`src/hdl/twcm_pkg.sv`:
```
// Package for the tile window coverage masks unit.
// Request and result types, window store entry, controller commands and status.
// No dependencies.
`default_nettype none

package twcm_pkg;

  localparam int unsigned TileSize   = 64;
  localparam int unsigned MaxTilesX  = 64;
  localparam int unsigned MaxTilesY  = 64;
  localparam int unsigned MaxWindows = 64;
  localparam int unsigned NumEntries = 64;
  localparam int unsigned IdxW       = $clog2(NumEntries);

  localparam logic ActLoad  = 1'b0;
  localparam logic ActQuery = 1'b1;

  localparam logic [1:0] RegDisplayWidth  = 2'd0;
  localparam logic [1:0] RegDisplayHeight = 2'd1;
  localparam logic [1:0] RegWindowCount   = 2'd2;
  localparam logic [1:0] RegCornerRadius  = 2'd3;

  typedef struct packed {
    logic               action;
    logic [5:0]         slot;
    logic signed [15:0] window_x;
    logic signed [15:0] window_y;
    logic [15:0]        outer_width;
    logic [15:0]        outer_height;
    logic               visible;
    logic               client_decorated;
    logic [5:0]         tile_col;
    logic [5:0]         tile_row;
  } twcm_in_t;

  typedef struct packed {
    logic        valid_res;
    logic [63:0] hit_bits;
    logic [63:0] cover_bits;
    logic [63:0] solid_bits;
  } twcm_out_t;

  typedef struct packed {
    logic signed [15:0] x;
    logic signed [15:0] y;
    logic [15:0]        w;
    logic [15:0]        h;
    logic               vis;
    logic               cd;
  } twcm_entry_t;

  typedef enum logic [1:0] {
    StIdle,
    StScan,
    StDone
  } twcm_state_e;

  typedef struct packed {
    logic            wr_en;
    logic            qry_start;
    logic            rd_en;
    logic [IdxW-1:0] rd_addr;
    logic            out_load;
  } twcm_cmd_t;

  typedef struct packed {
    logic            qry_ok;
    logic            wc_zero;
    logic [IdxW-1:0] wc_last;
    logic            cmp_vld;
    logic            out_free;
  } twcm_status_t;

endpackage

`default_nettype wire

```
`src/hdl/twcm_datapath.sv`:
```
// Datapath: configuration registers, window store, per-window coverage compare,
// mask accumulation and result register. Uses twcm_pkg.
`default_nettype none

module twcm_datapath import twcm_pkg::*; (
  input  wire logic         clk_i,
  input  wire logic         rst_ni,
  input  wire logic         cfg_valid_i,
  input  wire logic [1:0]   cfg_index_i,
  input  wire logic [15:0]  cfg_data_i,
  input  wire twcm_in_t     in_req_i,
  input  wire logic         out_stall_i,
  input  wire twcm_cmd_t    cmd_i,
  output twcm_status_t      st_o,
  output logic              out_valid_o,
  output twcm_out_t         out_res_o
);

  logic [15:0] dw_q, dh_q;
  logic [6:0]  wc_q;
  logic [7:0]  rad_q;

  twcm_entry_t mem_q [NumEntries];
  twcm_entry_t rd_q;
  logic [IdxW-1:0] cmp_idx_q;
  logic cmp_vld_q;

  logic signed [18:0] tl_q, tt_q, tr_q, tb_q;
  logic qry_ok_q;
  logic [63:0] touch_q, full_q, opaque_q;
  logic out_valid_q;
  twcm_out_t out_q;

  logic [17:0] tl_u, tt_u, tr_u, tb_u;
  logic        qry_ok;
  logic signed [18:0] l, t, r, b, w19, h19, rad19;
  logic        present, touch, full, opq_in, opaque;

  always_ff @(posedge clk_i or negedge rst_ni) begin
    if (!rst_ni) begin
      dw_q  <= '0;
      dh_q  <= '0;
      wc_q  <= '0;
      rad_q <= 8'd8;
    end else if (cfg_valid_i) begin
      case (cfg_index_i)
        RegDisplayWidth:  dw_q  <= cfg_data_i;
        RegDisplayHeight: dh_q  <= cfg_data_i;
        RegWindowCount:   wc_q  <= cfg_data_i[6:0];
        RegCornerRadius:  rad_q <= cfg_data_i[7:0];
        default: ;
      endcase
    end
  end

  // Window store
  always_ff @(posedge clk_i) begin
    if (cmd_i.wr_en) begin
      mem_q[in_req_i.slot] <= '{x:   in_req_i.window_x,
                                y:   in_req_i.window_y,
                                w:   in_req_i.outer_width,
                                h:   in_req_i.outer_height,
                                vis: in_req_i.visible,
                                cd:  in_req_i.client_decorated};
    end
    if (cmd_i.rd_en) begin
      rd_q <= mem_q[cmd_i.rd_addr];
    end
  end

  always_ff @(posedge clk_i or negedge rst_ni) begin
    if (!rst_ni) begin
      cmp_vld_q <= 1'b0;
      cmp_idx_q <= '0;
    end else begin
      cmp_vld_q <= cmd_i.rd_en;
      cmp_idx_q <= cmd_i.rd_addr;
    end
  end

  // Tile bounds and query legality
  always_comb begin
    tl_u = 18'(in_req_i.tile_col) * 18'(TileSize);
    tt_u = 18'(in_req_i.tile_row) * 18'(TileSize);
    tr_u = tl_u + 18'(TileSize);
    tb_u = tt_u + 18'(TileSize);
    if (tr_u > {2'b00, dw_q}) tr_u = {2'b00, dw_q};
    if (tb_u > {2'b00, dh_q}) tb_u = {2'b00, dh_q};
    qry_ok = ({1'b0, in_req_i.tile_col} < 7'(MaxTilesX)) &&
             ({1'b0, in_req_i.tile_row} < 7'(MaxTilesY)) &&
             (tl_u < {2'b00, dw_q}) && (tt_u < {2'b00, dh_q}) &&
             (wc_q <= 7'(MaxWindows));
  end

  // Coverage compare on the registered store entry
  always_comb begin
    l     = {{3{rd_q.x[15]}}, rd_q.x};
    t     = {{3{rd_q.y[15]}}, rd_q.y};
    w19   = {3'b000, rd_q.w};
    h19   = {3'b000, rd_q.h};
    rad19 = {11'd0, rad_q};
    r     = l + w19;
    b     = t + h19;
    present = rd_q.vis && (rd_q.w != 16'd0) && (rd_q.h != 16'd0);
    touch = present && (l < tr_q) && (r > tl_q) && (t < tb_q) && (b > tt_q);
    full  = touch && (l <= tl_q) && (t <= tt_q) && (r >= tr_q) && (b >= tb_q);
    opq_in = ({1'b0, rd_q.w} > {8'd0, rad_q, 1'b0}) &&
             ({1'b0, rd_q.h} > {8'd0, rad_q, 1'b0}) &&
             (l + rad19 <= tl_q) && (t + rad19 <= tt_q) &&
             (r - rad19 >= tr_q) && (b - rad19 >= tb_q);
    opaque = touch && (rd_q.cd ? full : opq_in);
  end

  always_ff @(posedge clk_i) begin
    if (cmd_i.qry_start) begin
      tl_q     <= {1'b0, tl_u};
      tt_q     <= {1'b0, tt_u};
      tr_q     <= {1'b0, tr_u};
      tb_q     <= {1'b0, tb_u};
      qry_ok_q <= qry_ok;
      touch_q  <= '0;
      full_q   <= '0;
      opaque_q <= '0;
    end else if (cmp_vld_q) begin
      touch_q[cmp_idx_q]  <= touch;
      full_q[cmp_idx_q]   <= full;
      opaque_q[cmp_idx_q] <= opaque;
    end
  end

  // Result register
  always_ff @(posedge clk_i or negedge rst_ni) begin
    if (!rst_ni) begin
      out_valid_q <= 1'b0;
    end else if (cmd_i.out_load) begin
      out_valid_q <= 1'b1;
    end else if (!out_stall_i) begin
      out_valid_q <= 1'b0;
    end
  end

  always_ff @(posedge clk_i) begin
    if (cmd_i.out_load) begin
      out_q <= '{valid_res:  qry_ok_q,
                 hit_bits:   touch_q,
                 cover_bits: full_q,
                 solid_bits: opaque_q};
    end
  end

  assign out_valid_o = out_valid_q;
  assign out_res_o   = out_q;

  assign st_o.qry_ok   = qry_ok;
  assign st_o.wc_zero  = (wc_q == 7'd0);
  assign st_o.wc_last  = IdxW'(wc_q - 7'd1);
  assign st_o.cmp_vld  = cmp_vld_q;
  assign st_o.out_free = !out_valid_q || !out_stall_i;

endmodule

`default_nettype wire

```
`config.mk`:
```
export PLATFORM = sky130hd
export DESIGN_NAME = twcm_datapath
export DESIGN_NICKNAME = d
export VERILOG_FILES = /design/src/hdl/twcm_pkg.sv /design/src/hdl/twcm_datapath.sv
export SDC_FILE = /design/constraint.sdc
export NUM_CORES = 2
export LEC_CHECK = 0
export BUFFER_PORTS_ARGS = -buffer_cell sky130_fd_sc_hd__buf_2
export CAP_MARGIN = 20
export CORE_MARGIN = 5
export CORE_UTILIZATION = 50
export DETAILED_ROUTE_END_ITERATION = 6
export HOLD_SLACK_MARGIN = 0.05
export PLACE_DENSITY = 0.64
export SLEW_MARGIN = 15
export SYNTH_ARGS = -nofsm -noshare
export SYNTH_HDL_FRONTEND = slang
export SYNTH_MEMORY_MAX_BITS = 65536
export SYNTH_SLANG_ARGS = --single-unit
export TNS_END_PERCENT = 10
```
`constraint.sdc`:
```
create_clock -name clk_i -period 7.2 [get_ports clk_i]
set_input_delay 0.36 -clock clk_i [delete_from_list [all_inputs] [get_ports clk_i]]
set_output_delay 0.36 -clock clk_i [all_outputs]
set_load 0.05 [all_outputs]
```
==> summary.txt <==
Final layout
  – Area grow syn2layout: 13.3%
  – Nets: about 9600
  – Layout cell share with drive strength beyond 1: 27.9%
  – Final Util: between 50% and 60%
  – Fin area: between 0.2 and 0.25 mm²

Min path
  – Worst Hold Path EP: mem_q[50][64]
  – Tightest Hold Check Type: in -> reg
  – Worst Hold Launch: in_req_i[76]
  – Min-Delay Path Depth: 1

Floorplanning
  – Core Box Area: approximately 0.37 mm²
  – Chip Width: a little over 600 µm
  – Num rows: 224
  – Boundary Pins: 321
  – Initial Utilization: between 50% and 60%
  – Die Area: 0.386 mm²
  – Die height: around 620 µm

STA
  – Clock Skews: 0.0700 ns
  – Slew HR: between 20% and 30%
  – Crit share post-route: 89.0%
  – TNS Setup: 0 ns
  – Finish-stage setup viols: 0
  – Worst-margin pin slew: approximately 1.2 ns
  – Hold Vio Cnt, Final: 0
  – RSZ-0062 raised after global routing: no
  – Fmax achieved: 0.156 GHz
  – Final min period: approximately 6.4 ns
  – Max Slew Vio Count: 0

Critical path
  – Reg2reg path depth: 23
  – FF-to-FF Start: rd_q[34]
  – Critical-path top delay cell: buf_4
  – Crit Path Max Fanout: 64
  – Reg2reg setup slack: approximately 0.79 ns
  – Startpoint Class: register
  – Crit path max-delay family: compound AO/OA/AOI/OAI gates
  – Buffers & Inverters on Critical Path: 2
  – Critical path, cell by cell: ha_1, fa_1, xor2_1, ha_1, a21o_1, a21oi_1, o21ai_0, o41ai_1, nand4_1, xnor2_1, ha_1, a21o_1, a21oi_1, o21ai_0, o21bai_1, a21oi_1, nor2_1, o311ai_0, nor4_1, buf_4, nand3_2, buf_4, o21ai_1
  – Reg-to-reg endpoint: opaque_q[62]
  – CP arrival: a little over 7 ns
  – Worst setup path class: reg -> reg
  – Slowest cell delay on critical path: around 0.63 ns
  – Crit. End Element: register
  – Critical Path RT: roughly 8 ns

Pwr
  – Clk pwr share: 39.5%
  – Max IR drop VDD: about 0.25 mV
  – Reg power frac: roughly 52%
  – Combinational Power Share: 8.6%
  – Power per cell area: about 280 mW/mm²
  – Internal power: between 0.04 and 0.05 W
  – Switching pwr: around 0.014 W
  – Net Sw Frac: approximately 23%
  – Leakage: slightly below 70 nW

Placed design
  – Post-place instance area: approximately 0.20 mm²
  – Port Buf Inserts: about 320
  – Hpwl dp: between 200000 and 300000 µm
  – GPL Wtd Cong: roughly 0.82

Yosys
  – Mapped cell area: ~0.19 mm²
  – Post-synth top flop: edfxtp_1
  – Yosys top cell by area: edfxtp_1
  – Adder-cell share of the synthesized area: 1.67%
  – Yosys warnings: 0
  – Leading post-synthesis cells by cell area: edfxtp_1 73%, mux4_2 17%, dfxtp_1 2.1%
  – Post-synthesis sequential area ratio: approximately three quarters
  – Number of enable flip-flop cells after synthesis: around 4500
  – Mapped Cells: around 8600
  – Yosys top cell area share: 72.8%
  – Mux share of post-synthesis cell area: between 15 and 20%
  – Library cells used by synthesis: 81
  – Most frequent cell after synthesis: edfxtp_1
  – Ys async rst share: 1.15%
  – Most common library cells after synthesis: 4528 x edfxtp_1, 1386 x mux4_2, 313 x clkbuf_1
  – Post-synthesis compound-gate area fraction: 2.24%
  – Post-Synth XOR/XNOR Area: 0.356%
  – Main combinational cell family by area after synthesis: multiplexers
  – Post-synthesis register bit count: between 4000 and 5000
  – Post-synthesis simple-gate area fraction: between 2 and 2.5%
  – Mean area per synthesized cell: ~22 µm²

Route
  – Vias: approximately 93000
  – Drt wl/cell: around 34 µm
  – Drt initial violations: ~12000
  – DRT antenna net count: 0
  – DR vias/cell: between 6 and 7
  – Total Routed Length: around 500000 µm
  – DR DRC count: 0
  – TritonRoute pass-1 iters: 6

CTS
  – CTS tree: yes
  – Worst-case clock buffer depth: 4
  – Max H-tree Level: 5
  – Skew-Pair Late Insertion Delay: between 0.9 and 1 ns
  – CTS root buffer: clkbuf_16
  – Post-CTS Setup Inserts: 0
  – Num CTS Buffers: about 470
  – TritonCTS Sinks: 4775
  – CTS Hold Bufs: slightly below 60
  – CTS resizes: 0
  – CTS clock-pin slew for the worst setup and hold paths: about 0.06 ns

Job
  – Max-Cap Viols: 0

Global routing
  – Pin count of the biggest net entering global routing: about 130
  – Total Routing Usage GR: ~26%
  – Total congestion overflow: 0
  – Vias in the first global route: ~93000
  – First-pass GRT wire length: about 700000 µm
  – Initial antenna violation count: 56

Outcome
  – Status: finished, final reports clean
[kinds of logic (layout without fill, tap and decap cells)]
logic type | Yosys count | in the layout
flops | 4775 | 4775
mux | 1432 | 1432
simple gates | 796 | 796
compound gates | 719 | 719
buf+inv | 535 | 1564
fa+ha+maj | 246 | 246
xor+xnor | 76 | 76
other cells | 1 | 36
[how the worst max path moves through the flow]
| stage | start | to | cells past startpoint |
|---|---|---|---|
| after floorplan | rd_q[34] | opaque_q[43] | 24 |
| after global placement | rd_q[34] | opaque_q[2] | 23 |
| after detailed placement | rd_q[34] | opaque_q[1] | 23 |
| after CTS | rd_q[34] | opaque_q[2] | 23 |
| after global routing | rd_q[34] | opaque_q[1] | 25 |
| final | rd_q[34] | opaque_q[62] | 23 |
[registers in the layout (all words and copies together), names as in the netlist, 16 cells and up]
name and cells:
dh_q 16, opaque_q 64, dw_q 16, h19 16, full_q 64, touch_q 64
tb_q 16, tr_q 16, out_res_o 193, l 16, rd_q 34, mem_q 4224
[worst register-to-register path, delay by kind of cell, from the launching register on]
kind,cells,cell delay (ns)
AOI/OAI and AO/OA,11,2.55
adders and majority gates,4,1.36
buffers and inverters,2,0.83
xor gates and xnor gates,2,0.55
and+or+nand+nor,4,0.54
DFF,1,0.44
[layout make-up]
type                            instances  area (µm²)
Multi-Input combinational cell       3275       44100
Timing Repair Buffer                  602        4890
Sequential cell                      4775      141000
Tap cell                             4972        6220
Clock inverter                        247        2200
Fill cell                           26931      161000
Inverter                              109         409
Clock buffer                          606       12500
Antenna cell                           30        75.1
[metal layers]
| metal | GRT usage [%] | wire length [µm] | share of wire, % |
|---|---|---|---|
| met4 | 7.81 | 16300 | 3.3 |
| met1 | 36.3 | 195000 | 39 |
| met2 | 40.7 | 241000 | 48 |
| met3 | 5.00 | 46900 | 9.4 |
| met5 | 0 | 110 | 0.022 |
[placed cells by master, fill, tap and decap left out, types with 33 or more instances in the layout]
cell type / instances
clkinv_2: 66
a21oi_1: 221
clkbuf_1: 121
a21o_1: 38
o21ai_0: 205
xnor2_1: 40
edfxtp_1: 4528
a31oi_1: 78
nand2_1: 275
inv_1: 109
nand3_1: 42
buf_4: 140
clkbuf_16: 477
xor2_1: 36
nor2_4: 64
dfrtp_1: 54
dfxtp_1: 192
buf_2: 309
dlygate4sd3_1: 71
ha_1: 240
nor2_1: 130
clkinv_1: 106
nor2b_1: 33
mux4_2: 1386
mux2_2: 44
o21ai_1: 61
buf_12: 73
nor3b_1: 66
[metrics by stage]
step	total power (W)	hold slack, ns	cells	setup WS, ns
6_report	0.0596	0.0936	14616	0.789
5_1_grt	0.0615	0.0870	14597	0.316
4_1_cts	0.0599	0.0505	14560	0.743
3_5_place_dp	0.0366	0.272	13648	0.759
3_3_place_gp	0.0365	0.271	13644	0.671
2_1_floorplan	0.0347	0.0644	8585	2.17
[power by group through the flow]
stage	registers, W	clock network [W]	logic [W]
floorplan	0.0316	0	0.00316
global placement	0.0315	0	0.00497
detailed placement	0.0315	0	0.00507
CTS	0.0309	0.0239	0.00511
global route	0.0309	0.0251	0.00554
finish	0.0309	0.0236	0.00511
(Power assumes the default switching activity.)
