==> src/hdl/twcm_pkg.sv <==
// Package for the tile window coverage masks unit.
// Request and result types, window store entry, controller commands and status.
// No dependencies.
`default_nettype none

package twcm_pkg;

  localparam int unsigned TileSize   = 64;
  localparam int unsigned MaxTilesX  = 64;
  localparam int unsigned MaxTilesY  = 64;
  localparam int unsigned MaxWindows = 64;
  localparam int unsigned NumEntries = 64;
  localparam int unsigned IdxW       = $clog2(NumEntries);

  localparam logic ActLoad  = 1'b0;
  localparam logic ActQuery = 1'b1;

  localparam logic [1:0] RegDisplayWidth  = 2'd0;
  localparam logic [1:0] RegDisplayHeight = 2'd1;
  localparam logic [1:0] RegWindowCount   = 2'd2;
  localparam logic [1:0] RegCornerRadius  = 2'd3;

  typedef struct packed {
    logic               action;
    logic [5:0]         slot;
    logic signed [15:0] window_x;
    logic signed [15:0] window_y;
    logic [15:0]        outer_width;
    logic [15:0]        outer_height;
    logic               visible;
    logic               client_decorated;
    logic [5:0]         tile_col;
    logic [5:0]         tile_row;
  } twcm_in_t;

  typedef struct packed {
    logic        valid_res;
    logic [63:0] hit_bits;
    logic [63:0] cover_bits;
    logic [63:0] solid_bits;
  } twcm_out_t;

  typedef struct packed {
    logic signed [15:0] x;
    logic signed [15:0] y;
    logic [15:0]        w;
    logic [15:0]        h;
    logic               vis;
    logic               cd;
  } twcm_entry_t;

  typedef enum logic [1:0] {
    StIdle,
    StScan,
    StDone
  } twcm_state_e;

  typedef struct packed {
    logic            wr_en;
    logic            qry_start;
    logic            rd_en;
    logic [IdxW-1:0] rd_addr;
    logic            out_load;
  } twcm_cmd_t;

  typedef struct packed {
    logic            qry_ok;
    logic            wc_zero;
    logic [IdxW-1:0] wc_last;
    logic            cmp_vld;
    logic            out_free;
  } twcm_status_t;

endpackage

`default_nettype wire

==> src/hdl/twcm_ctrl.sv <==
// Controller: accepts loads and queries, sequences store reads over the loaded
// windows, and hands the finished masks to the result register. Uses twcm_pkg.
`default_nettype none

module twcm_ctrl import twcm_pkg::*; (
  input  wire logic         clk_i,
  input  wire logic         rst_ni,
  input  wire logic         in_valid_i,
  input  wire logic         action_i,
  output logic              in_stall_o,
  input  wire twcm_status_t st_i,
  output twcm_cmd_t         cmd_o
);

  twcm_state_e state_q, state_d;
  logic [IdxW-1:0] cnt_q, cnt_d;

  always_ff @(posedge clk_i or negedge rst_ni) begin
    if (!rst_ni) begin
      state_q <= StIdle;
      cnt_q   <= '0;
    end else begin
      state_q <= state_d;
      cnt_q   <= cnt_d;
    end
  end

  always_comb begin
    state_d    = state_q;
    cnt_d      = cnt_q;
    cmd_o      = '0;
    in_stall_o = 1'b1;
    case (state_q)
      StIdle: begin
        in_stall_o = 1'b0;
        if (in_valid_i) begin
          if (action_i == ActLoad) begin
            cmd_o.wr_en = 1'b1;
          end else begin
            cmd_o.qry_start = 1'b1;
            cnt_d = '0;
            if (st_i.qry_ok && !st_i.wc_zero) begin
              state_d = StScan;
            end else begin
              state_d = StDone;
            end
          end
        end
      end
      StScan: begin
        cmd_o.rd_en   = 1'b1;
        cmd_o.rd_addr = cnt_q;
        if (cnt_q == st_i.wc_last) begin
          state_d = StDone;
        end else begin
          cnt_d = cnt_q + IdxW'(1);
        end
      end
      StDone: begin
        if (!st_i.cmp_vld && st_i.out_free) begin
          cmd_o.out_load = 1'b1;
          state_d = StIdle;
        end
      end
      default: state_d = StIdle;
    endcase
  end

`ifndef SYNTHESIS
  a_load_free: assert property (@(posedge clk_i) disable iff (!rst_ni)
    cmd_o.out_load |-> st_i.out_free) else $error("result loaded over pending one");
  a_rd_cmp: assert property (@(posedge clk_i) disable iff (!rst_ni)
    cmd_o.rd_en |=> st_i.cmp_vld) else $error("store read not followed by compare");
  a_scan_bound: assert property (@(posedge clk_i) disable iff (!rst_ni)
    (state_q == StScan) |-> (cnt_q <= st_i.wc_last)) else $error("scan past window count");
  a_no_start_busy: assert property (@(posedge clk_i) disable iff (!rst_ni)
    (cmd_o.qry_start || cmd_o.wr_en) |-> (state_q == StIdle && !st_i.cmp_vld))
    else $error("request taken while busy");
`endif

endmodule

`default_nettype wire

==> config.mk <==
export PLATFORM = sky130hd
export DESIGN_NAME = twcm_ctrl
export DESIGN_NICKNAME = d
export VERILOG_FILES = /design/src/hdl/twcm_pkg.sv /design/src/hdl/twcm_ctrl.sv
export SDC_FILE = /design/constraint.sdc
export NUM_CORES = 1
export LEC_CHECK = 0
export BUFFER_PORTS_ARGS = -buffer_cell sky130_fd_sc_hd__buf_2
export CORE_UTILIZATION = 35
export CTS_BUF_LIST = sky130_fd_sc_hd__clkbuf_4 sky130_fd_sc_hd__clkbuf_8 sky130_fd_sc_hd__clkbuf_16
export DETAILED_ROUTE_END_ITERATION = 12
export PLACE_DENSITY = 0.7
export SLEW_MARGIN = 15
export SYNTH_ARGS = -nofsm -noshare
export SYNTH_HDL_FRONTEND = slang
export SYNTH_SLANG_ARGS = --single-unit
==> constraint.sdc <==
create_clock -name clk_i -period 1.8 [get_ports clk_i]
set_clock_uncertainty 0.1 [all_clocks]
set_input_delay 0.09 -clock clk_i [delete_from_list [all_inputs] [get_ports clk_i]]
set_output_delay 0.09 -clock clk_i [all_outputs]
set_load 0.05 [all_outputs]
==> flow_summary.ini, run 1 <==
[pwr]
ir_worst_vdd_mv = 0.3460
power.density_nw_per_um2 = 923.0
leakage_nw = 0.3639
total_power_w = 0.0007403

[route]
num_vias = 587
routed_via_density = 5.288
route.detailed.drc = 6
postRouteWirelength_um = 1496
wire_per_inst_um = 13.48
drt_iter0_drc = 12
detail_route.first_pass.iterations = 8
drtAntennaViolNets = 0

[sta]
slew_headroom = 0.7543
finalSetupViolations = 0
timing.fmax_mhz = 598.5
tightest_slew_ns = 0.3682
final.period_utilization = 0.9282
timing_max_transition_violations_final = 0
timing.final.hold_violations = 0
setup_ws_ns = 0.1292
unrepaired_setup_endpoints_after_global_routing = no
fin_hold_ws_ns = 0.05937
totalNegativeSetupSlack_ns = 0
final.min_clock_period_ns = 1.671

[final_layout]
design.final.nets = 112
filler_cell_count = 158
final_util = 0.5144
fraction_of_layout_instances_using_a_drive_strength_above_1 = 0.4211
antenna-diode-count = 0
area.growth.synth_to_final_pct = 32.99

[logic_synthesis]
yosysSeqAreaShare = 0.3320
syn_area_um2 = 603.1
yosysWarningCount = 0
synthesis.nets = 81
ys_top_cells_by_count = 8 x sky130_fd_sc_hd__dfrtp_1, 6 x sky130_fd_sc_hd__nor3_1, 6 x sky130_fd_sc_hd__xnor2_1
yosys.cell_count.top_type = sky130_fd_sc_hd__dfrtp_1
post_synth_inst_count = 66
postSynthRegisterBits = 8
post_synth_edffs = 0
syn_avg_cell_area_um2 = 9.138
yosys.area.top_type = sky130_fd_sc_hd__dfrtp_1
async_flop_share = 1.000
synth_ff_type = sky130_fd_sc_hd__dfrtp_1
synthTopCellsByArea = sky130_fd_sc_hd__dfrtp_1 33%, sky130_fd_sc_hd__xnor2_1 8.7%, sky130_fd_sc_hd__nor3_1 5.0%, sky130_fd_sc_hd__o221ai_1 4.4%, sky130_fd_sc_hd__inv_1 3.1%
yosys.cell_types.count = 34
synth_top_area_share = 0.3320

[clock_network]
clkTransAtPathRegs_ns = 0.05
clk_latency_ns = 0.24
clock_tree.root_cell = sky130_fd_sc_hd__clkbuf_4
cts_made_buffers = 3
h-tree-depth = 1
tritoncts = built
tritoncts_num_sinks = 8
cts.path.max_buffers = 2

[setup_path]
cp_data_required_time_ns = 1.61
r2r_cells = 4
critical-path-slowest-cell = sky130_fd_sc_hd__dfrtp_1
arrival_ns = 1.48
reg2reg_setup_slack_ns = 0.19
timing_worst_setup_path_type = flop to output pin
crit_fanout = 9
cp_slowest_stage_delay_ns = 0.41
worstPathCellList = inv_1 -> nor2_4 -> and2_1 -> buf_2
worst_setup_path_end_kind = output pin
r2r_start = cnt_q[0]$_DFFE_PN0P_
timing.rr.end = cnt_q[1]$_DFFE_PN0P_
critical_path.startpoint_type = flop

[grt]
overall_overflow_remaining_after_global_route = 0
gr_usage_total = 0.1850
grt_pass1_wl_um = 2559
first_global_vias = 599
antenna_found_initial = 0
maximum_number_of_pins_on_one_net_before_global_route_repair = 10

[place]
place_congestion = 0.7775
post_place_setup_slack_ns = 0.2181
dp.final_hpwl_um = 1194
portBuffers = 24

[flow_run]
cap_viol_max_count = 0

[floorplan]
row_count = 14
vert_die_dim_um = 43.51
die_width_um = 43.51
initial_utilization = 0.3868
floorplan.io_pins = 25
fp.coreArea_um2 = 1559
die_area_um2 = 1893

[hold_path]
worst_hold_end = state_q[0]$_DFFE_PN0P_
timing.hold.worst.start = st_i[8]
hold_path.class = input port to flop
min_path_cells = 4

[status]
violations = DRC
status = finished with violations
[routing by layer]
metal	vias to the layer above	wire length (um)	global-route usage	share of wire
met5	-	0	0	0
met4	0	12	0.1125	0.0080
met3	2	51	0.01250	0.034
met2	9	740	0.2909	0.49
met1	271	691	0.2493	0.46
li1	305	-	-	-
[worst max path at each step]
stage,start,slack (ns),to,cells after the start
floorplan,state_q[1]$_DFFE_PN0P_,-0.14,cmd_o[9],3
global placement,cnt_q[0]$_DFFE_PN0P_,0.26,cnt_q[1]$_DFFE_PN0P_,4
detailed placement,cnt_q[0]$_DFFE_PN0P_,0.22,cnt_q[1]$_DFFE_PN0P_,4
CTS,state_q[0]$_DFFE_PN0P_,0.12,cmd_o[2],4
global route,state_q[0]$_DFFE_PN0P_,0.02,cmd_o[2],4
finish,state_q[0]$_DFFE_PN0P_,0.13,cmd_o[2],4
[power by group]
part,internal (W),switching (W)
logic,0.000128,0.000219
clock network,0.0000758,0.0000540
registers,0.000211,0.0000518
[logic make-up (layout without fill, tap and decap cells)]
logic type | Yosys count | in the layout | share of synthesized area
AND/OR/NAND/NOR | 30 | 30 | 0.3175
AO/OA/AOI/OAI | 13 | 13 | 0.1701
flip-flops | 8 | 8 | 0.3319
XOR/XNOR | 6 | 6 | 0.08714
buffers and inverters | 6 | 35 | 0.03734
multiplexers | 2 | 2 | 0.03527
adder cells (fa/ha/maj) | 1 | 1 | 0.02074
[cell type report]
cell class              count  area (um^2)  share of cell area
well taps                  16        20.02             0.02496
repair buffers             27        145.1              0.1810
inverters                   5        18.77             0.02340
flip-flops and latches      8        200.2              0.2496
multi-input cells          52        395.4              0.4930
clock buffers               3        22.52             0.02808
[layout by cell type (no fill, tap or decap), drive strengths merged]
cell type    synthesis  final
o211ai               2      2
nand4                2      2
dlygate4sd3          0      1
and2                 2      2
and4bb               1      1
and2b                1      1
nand3                2      2
or3                  1      1
or2b                 1      1
or4                  1      1
clkbuf               1      3
xnor2                6      6
a21oi                1      1
inv                  5      5
nor2                 2      2
buf                  0     26
dfrtp                8      8
nor2b                2      2
nand2                5      5
mux2i                1      1
ha                   1      1
nor3                 6      6
o31a                 1      1
o22a                 1      1
or2                  1      1
o2111ai              1      1
nor3b                1      1
mux2                 1      1
o221ai               3      3
and3                 1      1
nand3b               1      1
o21ai                4      4
[registers in the layout (all words and copies together), names as in the netlist]
| signal | flops |
|---|---|
| cnt_q | 6 |
| state_q | 2 |
[worst max-delay path, delay by kind of cell, from the launching register on]
| kind | cells | cell delay, ns |
|---|---|---|
| buf+inv | 2 | 0.46 |
| flops | 1 | 0.41 |
| simple gates | 2 | 0.36 |
[stage by stage]
stage | std cells | instance area [um^2]
4_1_cts | 111 | 802.0
5_1_grt | 111 | 802.0
6_report | 111 | 802.0
2_1_floorplan | 66 | 618.1
3_3_place_gp | 107 | 769.5
3_5_place_dp | 107 | 769.5
[what timing repair did]
item,in CTS,in global routing
hold endpoints to repair,8,0
buffers inserted,0,0
endpoints found under the setup margin,0,0
hold buffers,1,0
gates resized for setup,0,0
(Power assumes the default switching activity.)
==> run 2, diff against run 1 <==
--- a/config.mk
+++ b/config.mk
@@ -10,6 +10,7 @@
 export CTS_BUF_LIST = sky130_fd_sc_hd__clkbuf_4 sky130_fd_sc_hd__clkbuf_8 sky130_fd_sc_hd__clkbuf_16
 export DETAILED_ROUTE_END_ITERATION = 12
 export PLACE_DENSITY = 0.7
+export REMOVE_ABC_BUFFERS = 1
 export SLEW_MARGIN = 15
 export SYNTH_ARGS = -nofsm -noshare
 export SYNTH_HDL_FRONTEND = slang
==> constraint.sdc (replaced) <==
create_clock -name clk_i -period 1.95 [get_ports clk_i]
set_clock_uncertainty 0.1 [all_clocks]
set_input_delay 0.0975 -clock clk_i [delete_from_list [all_inputs] [get_ports clk_i]]
set_output_delay 0.0975 -clock clk_i [all_outputs]
set_load 0.05 [all_outputs]
==> run 2 against run 1 <==
  * The run still ends with DRC left
  * Clock power about the same
  * Non-clock buffer count fell by 1
  * Via count rose by 0.85%
  * Final cell count is 0.90% lower
  * Hold slack worse by 0.0014 ns
  * Global-route usage fell by 0.80 points
  * First-iteration DRC count shrank 17%
  * Wire length is 3.1% lower
  * Sequential share of layout area increased by 0.72 points
  * Power decreased by 8.2%
  * Register-to-register slack improved by 0.06 ns
  * Setup slack improved by 0.12 ns
  * Critical endpoint is now cnt_q[1]$_DFFE_PN0P_
==> flow_summary.ini, run 2 (synthesis results as in run 1) <==
[clock_network]
clkTransAtPathRegs_ns = 0.06
post_cts_resize_count = 0
clock_tree.root_cell = sky130_fd_sc_hd__clkbuf_4
cts.path.max_buffers = 2
cts_made_buffers = 3
tritoncts = built
setup_fix_bufs_post_cts = 0
clk_latency_ns = 0.26
tritoncts_num_sinks = 8
h-tree-depth = 1

[grt]
gr_usage_total = 0.1770
grt_pass1_wl_um = 2339
maximum_number_of_pins_on_one_net_before_global_route_repair = 10
overall_overflow_remaining_after_global_route = 0
first_global_vias = 515
antenna_found_initial = 0

[final_layout]
mostFrequentLayoutCells = 24 x sky130_fd_sc_hd__buf_2, 8 x sky130_fd_sc_hd__dfrtp_1, 6 x sky130_fd_sc_hd__nor3_1, 6 x sky130_fd_sc_hd__xnor2_1
max_flop_register = cnt_q
fraction_of_layout_instances_using_a_drive_strength_above_1 = 0.3830
design.final.nets = 111
filler_cell_count = 157
number_of_flip_flops_in_the_largest_register = 6
area.growth.synth_to_final_pct = 29.25
mostFrequentLayoutCell = sky130_fd_sc_hd__buf_2
top_flop_regs = cnt_q: 6 flops, state_q: 2 flops
fin_cells = 110
antenna-diode-count = 0

[sta]
slew_headroom = 0.7800
timing_max_transition_violations_final = 0
unrepaired_setup_endpoints_after_global_routing = no
final.min_clock_period_ns = 1.696
finalSetupViolations = 0
timing.fmax_mhz = 589.5
final.period_utilization = 0.8700
tightest_slew_ns = 0.3297
totalNegativeSetupSlack_ns = 0
timing.final.hold_violations = 0

[floorplan]
vert_die_dim_um = 43.51
floorplan.io_pins = 25
initial_utilization = 0.3868
fp.coreArea_um2 = 1559
die_area_um2 = 1893
row_count = 14
die_width_um = 43.51

[setup_path]
cp_data_required_time_ns = 1.99
reg2reg_setup_slack_ns = 0.25
critical_path.startpoint_type = flop
timing_worst_setup_path_type = flop to flop
crit_fanout = 6
worst_setup_path_end_kind = flop
r2r_start = cnt_q[1]$_DFFE_PN0P_
r2r_cells = 4
arrival_ns = 1.73
timing.rr.end = cnt_q[1]$_DFFE_PN0P_

[route]
detail_route.first_pass.iterations = 9
routed_via_density = 5.382
wire_per_inst_um = 13.18
num_vias = 592
drtAntennaViolNets = 0
route.detailed.drc = 1
postRouteWirelength_um = 1450
drt_iter0_drc = 10

[status]
status = finished with violations
violations = DRC

[pwr]
ir_worst_vdd_mv = 0.4637
power.density_nw_per_um2 = 871.9
leakage_nw = 0.3575

[hold_path]
timing.hold.worst.start = st_i[8]
min_path_cells = 4
hold_path.class = input port to flop
worst_hold_end = state_q[0]$_DFFE_PN0P_

[place]
placedCellCount = 106
dp.final_hpwl_um = 1175
portBuffers = 24
place_congestion = 0.7836

[flow_run]
cap_viol_max_count = 0
[run 2: changes by cell type in the layout (fill, tap and decap cells not counted), sizes merged]
cell	change
buf	-1
[run 2: how the worst max path moves through the flow]
stage / startpoint / end / slack (ns) / cells past startpoint
after global routing: cnt_q[3]$_DFFE_PN0P_ / cnt_q[1]$_DFFE_PN0P_ / 0.16 / 4
after global placement: cnt_q[1]$_DFFE_PN0P_ / cnt_q[1]$_DFFE_PN0P_ / 0.32 / 4
final: cnt_q[1]$_DFFE_PN0P_ / cnt_q[1]$_DFFE_PN0P_ / 0.25 / 4
after detailed placement: cnt_q[1]$_DFFE_PN0P_ / cnt_q[1]$_DFFE_PN0P_ / 0.26 / 4
after floorplan: state_q[1]$_DFFE_PN0P_ / cmd_o[9] / -0.38 / 2
after CTS: cnt_q[1]$_DFFE_PN0P_ / cnt_q[1]$_DFFE_PN0P_ / 0.25 / 4
[run 2: power breakdown]
part           internal (W)  switching [W]
clock             0.0000706      0.0000592
combinational      0.000115       0.000197
sequential         0.000195      0.0000428
[run 2: cell type report]
cell class	instances	area, um^2	share of cell area
well taps	16	20.02	0.02568
clock buffers	3	22.52	0.02889
repair buffers	26	137.6	0.1766
inverters	5	18.77	0.02408
multi-input cells	52	380.4	0.4880
flip-flops and latches	8	200.2	0.2568
[run 2: worst max-delay path, cell delays in order (launching register included)]
cell and delay, ns:
sky130_fd_sc_hd__dfrtp_1 0.41, sky130_fd_sc_hd__xnor2_1 0.24, sky130_fd_sc_hd__nand4_2 0.20, sky130_fd_sc_hd__o21ai_2 0.27, sky130_fd_sc_hd__mux2_1 0.34
[run 2: metal layers]
metal,wire length (um),track usage,up-vias
met1,641,0.2147,270
met2,706,0.2818,17
met4,25,0.07500,0
met3,77,0.06667,4
li1,-,-,301
met5,0,0,-
[run 2: metrics by stage]
stage	hold slack, ns	total power [W]	util	instance area [um^2]	setup slack, ns
2_1_floorplan	-0.2981	0.0004582	-	599.3	-0.3803
3_3_place_gp	-0.1470	0.0005451	0.4791	747.0	0.3187
5_1_grt	0.05855	0.0007229	0.5000	779.5	0.1622
6_report	0.05795	0.0006796	0.5000	779.5	0.2536
3_5_place_dp	-0.1474	0.0005520	0.4791	747.0	0.2574
4_1_cts	0.06241	0.0006842	0.5000	779.5	0.2496
[run 2: what timing repair did]
item / 4_1_cts / 5_1_grt
setup endpoints to repair: 0 / 0
endpoints found under the hold margin: 8 / 0
hold buffers: 1 / 0
